$ cat config.mk
export PLATFORM = sky130hd
export DESIGN_NAME = hsv_to_rgb_pixel_flat
export DESIGN_NICKNAME = d
export VERILOG_FILES = /design/src/hsvrgb_pkg.sv /design/src/hsvrgb_hue_if.sv /design/src/hsvrgb_rgb_if.sv /design/src/hsvrgb_cfg_if.sv /design/src/hsvrgb_hue_fold.sv /design/src/hsv_to_rgb_pixel.sv /design/src/flat_wrapper.sv
export SDC_FILE = /design/constraint.sdc
export NUM_CORES = 2
export LEC_CHECK = 0
export ABC_AREA = 1
export BUFFER_PORTS_ARGS = -buffer_cell sky130_fd_sc_hd__buf_2
export CORE_UTILIZATION = 35
export DETAILED_ROUTE_END_ITERATION = 12
export SLEW_MARGIN = 20
export SYNTH_ARGS = -nofsm -noshare
export SYNTH_HDL_FRONTEND = slang
export SYNTH_SLANG_ARGS = --single-unit
$ cat constraint.sdc
create_clock -name clk -period 7.05 [get_ports clk]
set_clock_uncertainty 0.05 [all_clocks]
set_input_delay 0.705 -clock clk [delete_from_list [all_inputs] [get_ports clk]]
set_output_delay 0.705 -clock clk [all_outputs]
set_load 0.02 [all_outputs]
$ cat src/hsvrgb_pkg.sv
// Shared types and constants for the HSV to RGB pixel converter.
package hsvrgb_pkg;

  // Configuration register indexes.
  localparam int unsigned CFG_IDX_BITS = 8;
  localparam logic [CFG_IDX_BITS-1:0] CFG_SATURATION  = 8'd0;
  localparam logic [CFG_IDX_BITS-1:0] CFG_VALUE_LEVEL = 8'd1;

  // Reset values of the configuration registers.
  localparam logic [7:0] SATURATION_RST  = 8'd255;
  localparam logic [7:0] VALUE_LEVEL_RST = 8'd255;

  // Hue sectors of 60 degrees each.
  localparam logic [2:0] SEC_RED_YELLOW     = 3'd0;
  localparam logic [2:0] SEC_YELLOW_GREEN   = 3'd1;
  localparam logic [2:0] SEC_GREEN_CYAN     = 3'd2;
  localparam logic [2:0] SEC_CYAN_BLUE      = 3'd3;
  localparam logic [2:0] SEC_BLUE_MAGENTA   = 3'd4;
  localparam logic [2:0] SEC_MAGENTA_RED    = 3'd5;

  // Weight of each byte of the hue magnitude, 256^i mod 360, for up to four bytes.
  localparam int unsigned HUE_MAX_BYTES = 4;
  localparam logic [HUE_MAX_BYTES-1:0][8:0] HUE_WEIGHT = {9'd136, 9'd16, 9'd256, 9'd1};

  // Width of the weighted byte sum; it stays below 4 * 255 * 359.
  localparam int unsigned FOLD_SUM_BITS = 19;

  // floor(2^27 / 360): the quotient estimate is low by at most one.
  localparam logic [18:0] RECIP_360       = 19'd372827;
  localparam int unsigned RECIP_360_SHIFT = 27;

  // ceil(2^36 / 15300): exact floor division for numerators below 2^22.
  localparam logic [22:0] RECIP_15300       = 23'd4491470;
  localparam int unsigned RECIP_15300_SHIFT = 36;

  localparam logic [13:0] FULL_SCALE = 14'd15300;

  // Folded hue handed from the hue folding stages to the colour stages.
  typedef struct packed {
    logic       valid;
    logic [2:0] sector;
    logic [5:0] frac;
  } hsvrgb_hue_t;

endpackage

$ cat src/hsvrgb_hue_if.sv
// Input channel carrying one signed hue per beat.
interface hsvrgb_hue_if #(
  parameter int unsigned HUE_BITS = 16
);
  logic                       valid;
  logic                       ready;
  logic signed [HUE_BITS-1:0] hue;

  modport source (output valid, output hue, input ready);
  modport sink (input valid, input hue, output ready);
endinterface

$ cat src/hsvrgb_rgb_if.sv
// Result channel carrying one RGB colour per beat.
interface hsvrgb_rgb_if;
  logic       valid;
  logic       ready;
  logic [7:0] red;
  logic [7:0] green;
  logic [7:0] blue;

  modport source (output valid, output red, output green, output blue, input ready);
  modport sink (input valid, input red, input green, input blue, output ready);
endinterface

$ cat src/hsvrgb_cfg_if.sv
// Configuration write channel: register index and write data per beat.
interface hsvrgb_cfg_if;
  logic                                  valid;
  logic                                  ready;
  logic [hsvrgb_pkg::CFG_IDX_BITS-1:0]   index;
  logic [7:0]                            data;

  modport source (output valid, output index, output data, input ready);
  modport sink (input valid, input index, input data, output ready);
endinterface

$ cat src/hsvrgb_hue_fold.sv
// Hue folding pipeline: magnitude, modulo 360, then sector and fraction.
module hsvrgb_hue_fold #(
  parameter int unsigned HUE_BITS = 16
) (
  input  logic                       clk,
  input  logic                       rst_n,
  input  logic                       adv,
  input  logic                       in_valid,
  input  logic signed [HUE_BITS-1:0] hue,
  output hsvrgb_pkg::hsvrgb_hue_t    fold
);

  localparam int unsigned NBYTES = (HUE_BITS + 7) / 8;
  localparam int unsigned SB     = hsvrgb_pkg::FOLD_SUM_BITS;
  localparam int unsigned QSH    = hsvrgb_pkg::RECIP_360_SHIFT;

  logic [4:0]          vld_r;
  logic [HUE_BITS-1:0] mag_r;
  logic [SB-1:0]       sum_r;
  logic [SB-1:0]       sum2_r;
  logic [9:0]          quo_r;
  logic [8:0]          hdeg_r;
  logic [2:0]          sector_r;
  logic [5:0]          frac_r;

  logic [HUE_BITS-1:0] mag_nxt;
  logic [NBYTES*8-1:0] mag_pad;
  logic [SB-1:0]       sum_nxt;
  logic [2*SB-1:0]     quo_prod;
  logic [SB-1:0]       rem_full;
  logic [9:0]          rem;
  logic [8:0]          hdeg_nxt;
  logic [2:0]          sector_nxt;
  logic [8:0]          base;
  logic [8:0]          frac_full;

  // Valid bits travel with the data.
  always_ff @(posedge clk) begin
    if (!rst_n) begin
      vld_r <= '0;
    end else if (adv) begin
      vld_r <= {vld_r[3:0], in_valid};
    end
  end

  // Stage one: magnitude of the two's complement hue (the most negative value fits unsigned).
  assign mag_nxt = hue[HUE_BITS-1] ? (~hue + 1'b1) : hue;

  // Stage two: reduce by byte, each byte weighted by its power of 256 modulo 360.
  assign mag_pad = (NBYTES*8)'(mag_r);

  always_comb begin
    sum_nxt = '0;
    for (int i = 0; i < NBYTES; i++) begin
      sum_nxt = sum_nxt + SB'(mag_pad[8*i +: 8]) * SB'(hsvrgb_pkg::HUE_WEIGHT[i]);
    end
  end

  // Stage three: quotient estimate by a reciprocal multiply.
  assign quo_prod = (2*SB)'(sum_r) * (2*SB)'(hsvrgb_pkg::RECIP_360);

  // Stage four: remainder, with one correction step since the estimate may be low by one.
  assign rem_full = sum2_r - SB'(quo_r) * SB'(360);
  assign rem      = rem_full[9:0];
  assign hdeg_nxt = (rem >= 10'd360) ? 9'(rem - 10'd360) : rem[8:0];

  // Stage five: sector and fraction within the sector.
  always_comb begin
    if (hdeg_r >= 9'd300) begin
      sector_nxt = hsvrgb_pkg::SEC_MAGENTA_RED;
    end else if (hdeg_r >= 9'd240) begin
      sector_nxt = hsvrgb_pkg::SEC_BLUE_MAGENTA;
    end else if (hdeg_r >= 9'd180) begin
      sector_nxt = hsvrgb_pkg::SEC_CYAN_BLUE;
    end else if (hdeg_r >= 9'd120) begin
      sector_nxt = hsvrgb_pkg::SEC_GREEN_CYAN;
    end else if (hdeg_r >= 9'd60) begin
      sector_nxt = hsvrgb_pkg::SEC_YELLOW_GREEN;
    end else begin
      sector_nxt = hsvrgb_pkg::SEC_RED_YELLOW;
    end
  end

  always_comb begin
    case (sector_nxt)
      hsvrgb_pkg::SEC_YELLOW_GREEN: base = 9'd60;
      hsvrgb_pkg::SEC_GREEN_CYAN:   base = 9'd120;
      hsvrgb_pkg::SEC_CYAN_BLUE:    base = 9'd180;
      hsvrgb_pkg::SEC_BLUE_MAGENTA: base = 9'd240;
      hsvrgb_pkg::SEC_MAGENTA_RED:  base = 9'd300;
      default:                      base = 9'd0;
    endcase
  end

  assign frac_full = hdeg_r - base;

  // Payload registers.
  always_ff @(posedge clk) begin
    if (adv) begin
      mag_r    <= mag_nxt;
      sum_r    <= sum_nxt;
      sum2_r   <= sum_r;
      quo_r    <= quo_prod[QSH+9:QSH];
      hdeg_r   <= hdeg_nxt;
      sector_r <= sector_nxt;
      frac_r   <= frac_full[5:0];
    end
  end

  assign fold.valid  = vld_r[4];
  assign fold.sector = sector_r;
  assign fold.frac   = frac_r;

endmodule

$ cat src/hsv_to_rgb_pixel.sv
// Top level of the HSV to RGB pixel converter.
//
//   Channel   Direction  Beat contents
//   in_if     sink       hue, HUE_BITS bits, two's complement
//   out_if    source     red, green, blue, 8 bits each
//   cfg_if    sink       index 0 saturation, index 1 value level, 8-bit data
//
// One hue is taken every cycle unless the output stalls. Each hue passes through
// nine register stages: five for folding the hue and four for the products,
// the reciprocal divisions and the sector select.
// Reset sets saturation and value level to 255 and empties the pipeline.
// When a result waits at the output, the whole pipeline holds and in_if.ready falls.
// Configuration writes are always ready and take effect at once.
module hsv_to_rgb_pixel #(
  parameter int unsigned HUE_BITS = 16
) (
  input  logic                   clk,
  input  logic                   rst_n,
  hsvrgb_hue_if.sink             in_if,
  hsvrgb_rgb_if.source           out_if,
  hsvrgb_cfg_if.sink             cfg_if
);

  localparam int unsigned DSH = hsvrgb_pkg::RECIP_15300_SHIFT;

  logic [7:0]  sat_r;
  logic [7:0]  val_r;
  logic        adv;
  hsvrgb_pkg::hsvrgb_hue_t fold;

  logic [2:0]  vld_r;
  logic [2:0]  sec6_r;
  logic [2:0]  sec7_r;
  logic [2:0]  sec8_r;
  logic [13:0] sf_r;
  logic [13:0] sg_r;
  logic [15:0] xn_r;
  logic [21:0] yn_r;
  logic [21:0] zn_r;
  logic [7:0]  x7_r;
  logic [7:0]  x8_r;
  logic [7:0]  y_r;
  logic [7:0]  z_r;
  logic        out_valid_r;
  logic [7:0]  red_r;
  logic [7:0]  green_r;
  logic [7:0]  blue_r;

  logic [16:0] x_sum;
  logic [44:0] y_prod;
  logic [44:0] z_prod;
  logic [7:0]  red_nxt;
  logic [7:0]  green_nxt;
  logic [7:0]  blue_nxt;

  // Configuration registers; unknown indexes are ignored.
  assign cfg_if.ready = 1'b1;

  always_ff @(posedge clk) begin
    if (!rst_n) begin
      sat_r <= hsvrgb_pkg::SATURATION_RST;
      val_r <= hsvrgb_pkg::VALUE_LEVEL_RST;
    end else if (cfg_if.valid) begin
      if (cfg_if.index == hsvrgb_pkg::CFG_SATURATION) begin
        sat_r <= cfg_if.data;
      end
      if (cfg_if.index == hsvrgb_pkg::CFG_VALUE_LEVEL) begin
        val_r <= cfg_if.data;
      end
    end
  end

  // The pipeline moves whenever the output register is empty or being emptied.
  assign adv         = !out_valid_r || out_if.ready;
  assign in_if.ready = adv;

  hsvrgb_hue_fold #(
    .HUE_BITS (HUE_BITS)
  ) u_fold (
    .clk      (clk),
    .rst_n    (rst_n),
    .adv      (adv),
    .in_valid (in_if.valid),
    .hue      (in_if.hue),
    .fold     (fold)
  );

  // Valid bits of the colour stages and the output register.
  always_ff @(posedge clk) begin
    if (!rst_n) begin
      vld_r       <= '0;
      out_valid_r <= 1'b0;
    end else if (adv) begin
      vld_r       <= {vld_r[1:0], fold.valid};
      out_valid_r <= vld_r[2];
    end
  end

  // Stage seven helper: floor(n / 255) for n below 65280.
  assign x_sum = 17'(xn_r) + 17'(xn_r[15:8]) + 17'd1;

  // Stage eight: exact division by 15300 through a rounded-up reciprocal.
  assign y_prod = 45'(yn_r) * 45'(hsvrgb_pkg::RECIP_15300);
  assign z_prod = 45'(zn_r) * 45'(hsvrgb_pkg::RECIP_15300);

  // Stage nine: pick the channels for the sector.
  always_comb begin
    case (sec8_r)
      hsvrgb_pkg::SEC_RED_YELLOW: begin
        red_nxt = val_r; green_nxt = z_r;   blue_nxt = x8_r;
      end
      hsvrgb_pkg::SEC_YELLOW_GREEN: begin
        red_nxt = y_r;   green_nxt = val_r; blue_nxt = x8_r;
      end
      hsvrgb_pkg::SEC_GREEN_CYAN: begin
        red_nxt = x8_r;  green_nxt = val_r; blue_nxt = z_r;
      end
      hsvrgb_pkg::SEC_CYAN_BLUE: begin
        red_nxt = x8_r;  green_nxt = y_r;   blue_nxt = val_r;
      end
      hsvrgb_pkg::SEC_BLUE_MAGENTA: begin
        red_nxt = z_r;   green_nxt = x8_r;  blue_nxt = val_r;
      end
      default: begin
        red_nxt = val_r; green_nxt = x8_r;  blue_nxt = y_r;
      end
    endcase
  end

  // Payload registers of the colour stages.
  always_ff @(posedge clk) begin
    if (adv) begin
      // Stage six: saturation products and the numerator of X.
      sec6_r  <= fold.sector;
      sf_r    <= 14'(sat_r) * 14'(fold.frac);
      sg_r    <= 14'(sat_r) * 14'(6'd60 - fold.frac);
      xn_r    <= 16'(val_r) * 16'(8'd255 - sat_r);
      // Stage seven: value products and X.
      sec7_r  <= sec6_r;
      yn_r    <= 22'(val_r) * 22'(hsvrgb_pkg::FULL_SCALE - sf_r);
      zn_r    <= 22'(val_r) * 22'(hsvrgb_pkg::FULL_SCALE - sg_r);
      x7_r    <= x_sum[15:8];
      // Stage eight: Y and Z.
      sec8_r  <= sec7_r;
      x8_r    <= x7_r;
      y_r     <= y_prod[DSH+7:DSH];
      z_r     <= z_prod[DSH+7:DSH];
      // Output register.
      red_r   <= red_nxt;
      green_r <= green_nxt;
      blue_r  <= blue_nxt;
    end
  end

  assign out_if.valid = out_valid_r;
  assign out_if.red   = red_r;
  assign out_if.green = green_r;
  assign out_if.blue  = blue_r;

endmodule

$ cat src/flat_wrapper.sv
// flat-port wrapper written by rule: the top's interface ports become plain ports
module hsv_to_rgb_pixel_flat 
#(
  parameter int unsigned HUE_BITS = 16
)
  (clk, rst_n, in_if_valid, in_if_hue, in_if_ready, out_if_valid, out_if_red, out_if_green, out_if_blue, out_if_ready, cfg_if_valid, cfg_if_index, cfg_if_data, cfg_if_ready);
  hsvrgb_hue_if #(.HUE_BITS(HUE_BITS)) in_if_i ();
  hsvrgb_rgb_if out_if_i ();
  hsvrgb_cfg_if cfg_if_i ();
  input  logic clk;
  input  logic rst_n;
  input wire logic [$bits(in_if_i.valid)-1:0] in_if_valid;
  input wire logic [$bits(in_if_i.hue)-1:0] in_if_hue;
  output wire logic [$bits(in_if_i.ready)-1:0] in_if_ready;
  output wire logic [$bits(out_if_i.valid)-1:0] out_if_valid;
  output wire logic [$bits(out_if_i.red)-1:0] out_if_red;
  output wire logic [$bits(out_if_i.green)-1:0] out_if_green;
  output wire logic [$bits(out_if_i.blue)-1:0] out_if_blue;
  input wire logic [$bits(out_if_i.ready)-1:0] out_if_ready;
  input wire logic [$bits(cfg_if_i.valid)-1:0] cfg_if_valid;
  input wire logic [$bits(cfg_if_i.index)-1:0] cfg_if_index;
  input wire logic [$bits(cfg_if_i.data)-1:0] cfg_if_data;
  output wire logic [$bits(cfg_if_i.ready)-1:0] cfg_if_ready;
  assign in_if_i.valid = in_if_valid;
  assign in_if_i.hue = in_if_hue;
  assign in_if_ready = in_if_i.ready;
  assign out_if_valid = out_if_i.valid;
  assign out_if_red = out_if_i.red;
  assign out_if_green = out_if_i.green;
  assign out_if_blue = out_if_i.blue;
  assign out_if_i.ready = out_if_ready;
  assign cfg_if_i.valid = cfg_if_valid;
  assign cfg_if_i.index = cfg_if_index;
  assign cfg_if_i.data = cfg_if_data;
  assign cfg_if_ready = cfg_if_i.ready;
  hsv_to_rgb_pixel #(.HUE_BITS(HUE_BITS)) u_core (.clk(clk), .rst_n(rst_n), .in_if(in_if_i), .out_if(out_if_i), .cfg_if(cfg_if_i));
endmodule
# Word-level counts from Yosys, hierarchy flattened
# Cells that the tools add are included.
# Widths: inputs -> output; s select.
# totals
ff_bits	249
input_bits	37
out_inout_bits	27
wordCells	86
# op_classes
add_sub_neg	11
n_mul	9
n_lt_le_gt_ge	6
eq_ne	10
mux	11
bitwise	1
n_reduce_logical	10
# op_table
operator	count
$mul 22x22->43 const B	2
$pmux 8 s3	3
$mul 8x22->22	2
$mul 17x19->36 const B	1
$add 16x1->16 const B	2
$pmux 6 s5	1
$sub 14x14->15 const A	2
$ge 9x8->1 const B	2
$add 8x16->17	1
$add 16x8->16	1
$mul 8x16->16	1
$not 16->16	1
$mux 15	1
$mul 8x14->14	1
$mul 8x6->14	1
$eq 3x2->1 const B	4
$ge 10x9->1 const B	1
$mul 10x6->7 const B	1
$sub 10x10->10	1
$eq 3x3->1 const B	3
$ge 9x6->1 const B	1
$ge 9x7->1 const B	1
$ge 9x9->1 const B	1
$mux 9	1
15 further kinds	22

# Longest topological paths before layout
# depth
ltp_word	9
ltp_mapped	31
depth_no_buf	30

# Hierarchy
# A second synthesis with hierarchy kept.
# hier_totals
cells_unflattened	5286
hier_area_um2	43787.0
# modules_own_cells
module	instances	cells_per_inst	area_each_um2	seq_area_each_um2
hsv_to_rgb_pixel	1	4351	35596.6	4934.7
hsvrgb_hue_fold	1	935	8190.4	2112.0

# Worst setup path after synthesis
# Ideal clock, no wire load.
# synth_path
path_type	input -> register
start	in out_if_ready
end	reg u_core.blue_r[0] (netlist: u_core.out_if.blue[0]) (enable)
setup_ps	1963
t_arrival_ps	5301
t_required_ps	5037
slack_ps	-264
path_stages	2
n_path_buf	0
path_cell_list	nor2_1 -> clkinv_1
# synth_between
elab_chain_len	1
# synth_rtl
item	line_no	source
start, declared	flat_wrapper.sv:19	input wire logic [$bits(out_if_i.ready)-1:0] out_if_ready;
$logic_or 1x1->1	hsv_to_rgb_pixel.sv:74	assign adv = !out_valid_r || out_if.ready;
named net in_if_ready	flat_wrapper.sv:14	output wire logic [$bits(in_if_i.ready)-1:0] in_if_ready;
end signal, assigned	hsv_to_rgb_pixel.sv:151	blue_r <= blue_nxt;
end, declared	hsv_to_rgb_pixel.sv:47	logic [7:0] blue_r;
# The timed path passes the listed nets, and every way through them passes these cells.
# A chain may end at the register's enable or synchronous reset.

# Final worst setup path
# layout_path
start	reg u_core.sg_r[0]
end	reg u_core.zn_r[20] (data pin)
# layout_between
elab_chain_len	2
# layout_rtl
item	line_no	source
start, declared	hsv_to_rgb_pixel.sv:36	logic [13:0] sg_r;
start signal, assigned	hsv_to_rgb_pixel.sv:136	sg_r <= 14'(sat_r) * 14'(6'd60 - fold.frac);
$sub 14x14->15	hsv_to_rgb_pixel.sv:141	zn_r <= 22'(val_r) * 22'(hsvrgb_pkg::FULL_SCALE - sg_r);
$mul 8x22->22	hsv_to_rgb_pixel.sv:141	
end signal, assigned	hsv_to_rgb_pixel.sv:141	
end, declared	hsv_to_rgb_pixel.sv:39	logic [21:0] zn_r;
# Every way passes these cells.

==> key figures <==
Clock tree
  – CTS-repair resized insts: 0
  – Clock buffer depth: 3
  – Hold-fix buffers at CTS: 0
  – TritonCTS buffer count: 31
  – CTS sink count: 243
  – CTS tree: done
  – H-Tree Level Count: 1
  – Root buf cell: clkbuf_16
  – Clock transition at path regs: 0.06 ns
  – Clock Latency Late Sink: 0.61 ns
  – Setup Buffers After CTS: 0

Detailed routing
  – Vias per std cell: 4.71
  – Drt first-iter violations: 1811
  – Vias: 32100
  – Final wirelength: 106 mm
  – DR pass1 iterations: 6
  – Post-route DRC: 0
  – Post-route ant nets: 0
  – Avg WL per Cell: 15.5 um

Finish
  – Finished Layout Cells: 6810
  – Share of cells above drive strength 1: 3.59%
  – Layout fillers: 12500
  – Final instance area: 46400 um2
  – Final core utilization: 38.1%
  – Nets@finish: 6485
  – Synthesis-to-finish area growth: 7.72%

Synthesis
  – Total nets after synthesis: 6429
  – Yosys cell types: 58
  – Mean post-synth cell area: 8.44 um2
  – Share of the synthesized area in the top cell type: 27.5%
  – Ys Warns: 0
  – Mapped cell area: 43100 um2
  – Number of enable flip-flop cells after synthesis: 218
  – Fraction of registers with async set or reset after synthesis: 0%
  – Sequential share of the synthesized area: 16.4%
  – Post-synth top cells: inv_1 (1263), nand2_1 (978), ha_1 (695), fa_1 (592), nor2_1 (421)
  – Area leader, netlist: fa_1
  – Synth area leaders: fa_1 (28%), ha_1 (20%), edfxtp_1 (15%)
  – Count leader, synth: inv_1
  – Ys flop type: edfxtp_1
  – Cells after synthesis: 5105
  – #FFs+latches synth: 243

Timing
  – Fin crit share: 83.9%
  – Max Clk Rate: 0.169 GHz
  – Setup Viol. Count Final: 0
  – Fin. max-slew vios: 0
  – RSZ-0062 raised after global routing: false
  – Final min period: 5.92 ns
  – Fin. Hold Viols: 0
  – Final TNS setup: 0 ns
  – Slew margin rel.: 22.6%
  – Worst-Margin Slew: 1.16 ns

GRT
  – Gr ovfl total: 0
  – First-pass GRT wire length: 174 mm
  – GRT Total Usage: 17.3%
  – Vias in the first global route: 33400
  – Initial antenna violation count: 5
  – Largest net degree at the start of global routing: 116

Critical path
  – Crit path arrival time: 6.23 ns
  – R2r startpoint: u_core.sg_r[0]
  – Setup crit end kind: flip-flop
  – Setup crit end: u_core.zn_r[20]
  – Critical path startpoint category: flip-flop
  – Crit path kind: flip-flop to flip-flop
  – Critical Path RT: 7.37 ns
  – Crit. Startpoint: u_core.sg_r[0]
  – Reg2Reg Depth: 21
  – R2R Setup Slk: 1.13 ns
  – R2R Path End: u_core.zn_r[20]
  – Worst Path Max Fanout: 11

Die
  – Die area: 124000 um2
  – Initial Util: 35.3%
  – Total I/O pin count: 64
  – Die W: 353 um
  – Std cell rows: 128
  – Height of the die: 353 um
  – Total core area: 122000 um2

Run status
  – Status: completed

Placement
  – Placed cell area: 45300 um2
  – GPL Wtd Cong: 0.922
  – # port buffers: 62
  – Final HPWL DP: 90.0 mm
  – Placed cells: 6753

Min path
  – HP Class: primary input to flip-flop

Job
  – Max cap viols: 0
## critical path, cell delays in order (launching register included)
cell and delay [ns]:
edfxtp_1 0.58, inv_1 0.15, ha_1 0.19, inv_1 0.05
a21oi_1 0.20, nand3_1 0.24, xor2_1 0.54, nor2_1 0.13
fa_1 0.56, fa_1 0.52, fa_1 0.54, inv_1 0.06
fa_1 0.52, inv_1 0.04, ha_1 0.35, nand2_1 0.12
nor4_1 0.44, nand4_1 0.14, nand3_1 0.12, nand2_1 0.05
inv_1 0.05, nor2_1 0.03
## how the worst min path moves through the flow
| stage | end | slack, ns | startpoint | depth (start not counted) |
|---|---|---|---|---|
| after floorplan | u_core.sec6_r[0] | 0.35 | u_core.u_fold.sector_r[0] | 0 |
| after global placement | u_core.u_fold.sum_r[12] | 0.35 | u_core.u_fold.mag_pad[12] | 0 |
| after detailed placement | u_core.u_fold.sum_r[9] | 0.35 | u_core.u_fold.mag_pad[9] | 0 |
| after CTS | u_core.u_fold.mag_pad[0] | 0.21 | in_if_hue[0] | 1 |
| after global routing | u_core.u_fold.mag_pad[0] | 0.24 | in_if_hue[0] | 1 |
| final | u_core.u_fold.mag_pad[0] | 0.26 | in_if_hue[0] | 1 |
## kinds of logic after synthesis
kind of cell,Yosys count,share of synthesized area [%]
compound gates,426,5.55
xor+xnor,119,2.45
fa+ha+maj,1287,47.7
buf+inv,1338,11.8
flops,243,16.4
other cells,1,0.00871
simple gates,1691,16.2
## layout by cell type, fill, tap and decap left out, types with 21 or more instances in the layout
cell and n:
edfxtp_1 218, nand3_1 139, nand4_1 54, xnor2_1 45, xor2_1 72, nor2_1 421
nand2_1 978, clkbuf_16 31, ha_1 695, buf_2 62, nor3_1 30, buf_4 21
a21oi_1 209, o21ai_0 120, inv_1 1263, dfxtp_1 25, fa_1 592
## registers in the layout, indices dropped and copies added, names as in the netlist, 9 cells and up
signal                 flops
u_core.u_fold.hdeg_r       9
u_core.sg_r               14
u_core.u_fold.sum2_r      10
u_core.u_fold.mag_pad     16
u_core.xn_r               16
u_core.yn_r               21
u_core.u_fold.sum_r       16
u_core.sf_r               13
u_core.zn_r               22
## routing by layer
metal / part of all wire, % / routed length, um / GRT usage (%)
met1: 46 / 48800 / 23.3
met2: 47 / 50100 / 30.1
met3: 4.2 / 4410 / 1.61
met4: 2.3 / 2430 / 3.78
met5: 0.047 / 50 / 0
## per-stage QoR
step	worst slack [ns]	hold WS, ns
after global placement	1.23	0.351
final	1.13	0.260
after floorplan	1.89	0.350
after CTS	1.15	0.211
after detailed placement	1.18	0.355
after global routing	0.705	0.238
## final cells by class
type,instances,area [um2],share of cell area [%]
timing repair buffer,84,488,1.05
clock buffer,35,791,1.70
multi-input combinational,3524,31000,66.7
antenna,1,2.50,0.00539
tap,1625,2030,4.38
sequential,243,7050,15.2
clock inverter,21,268,0.577
inverter,1277,4800,10.4
Power is left out: the tool's default activity adds up to more than one toggle a clock period on the data nets, which glitch-free logic cannot reach.
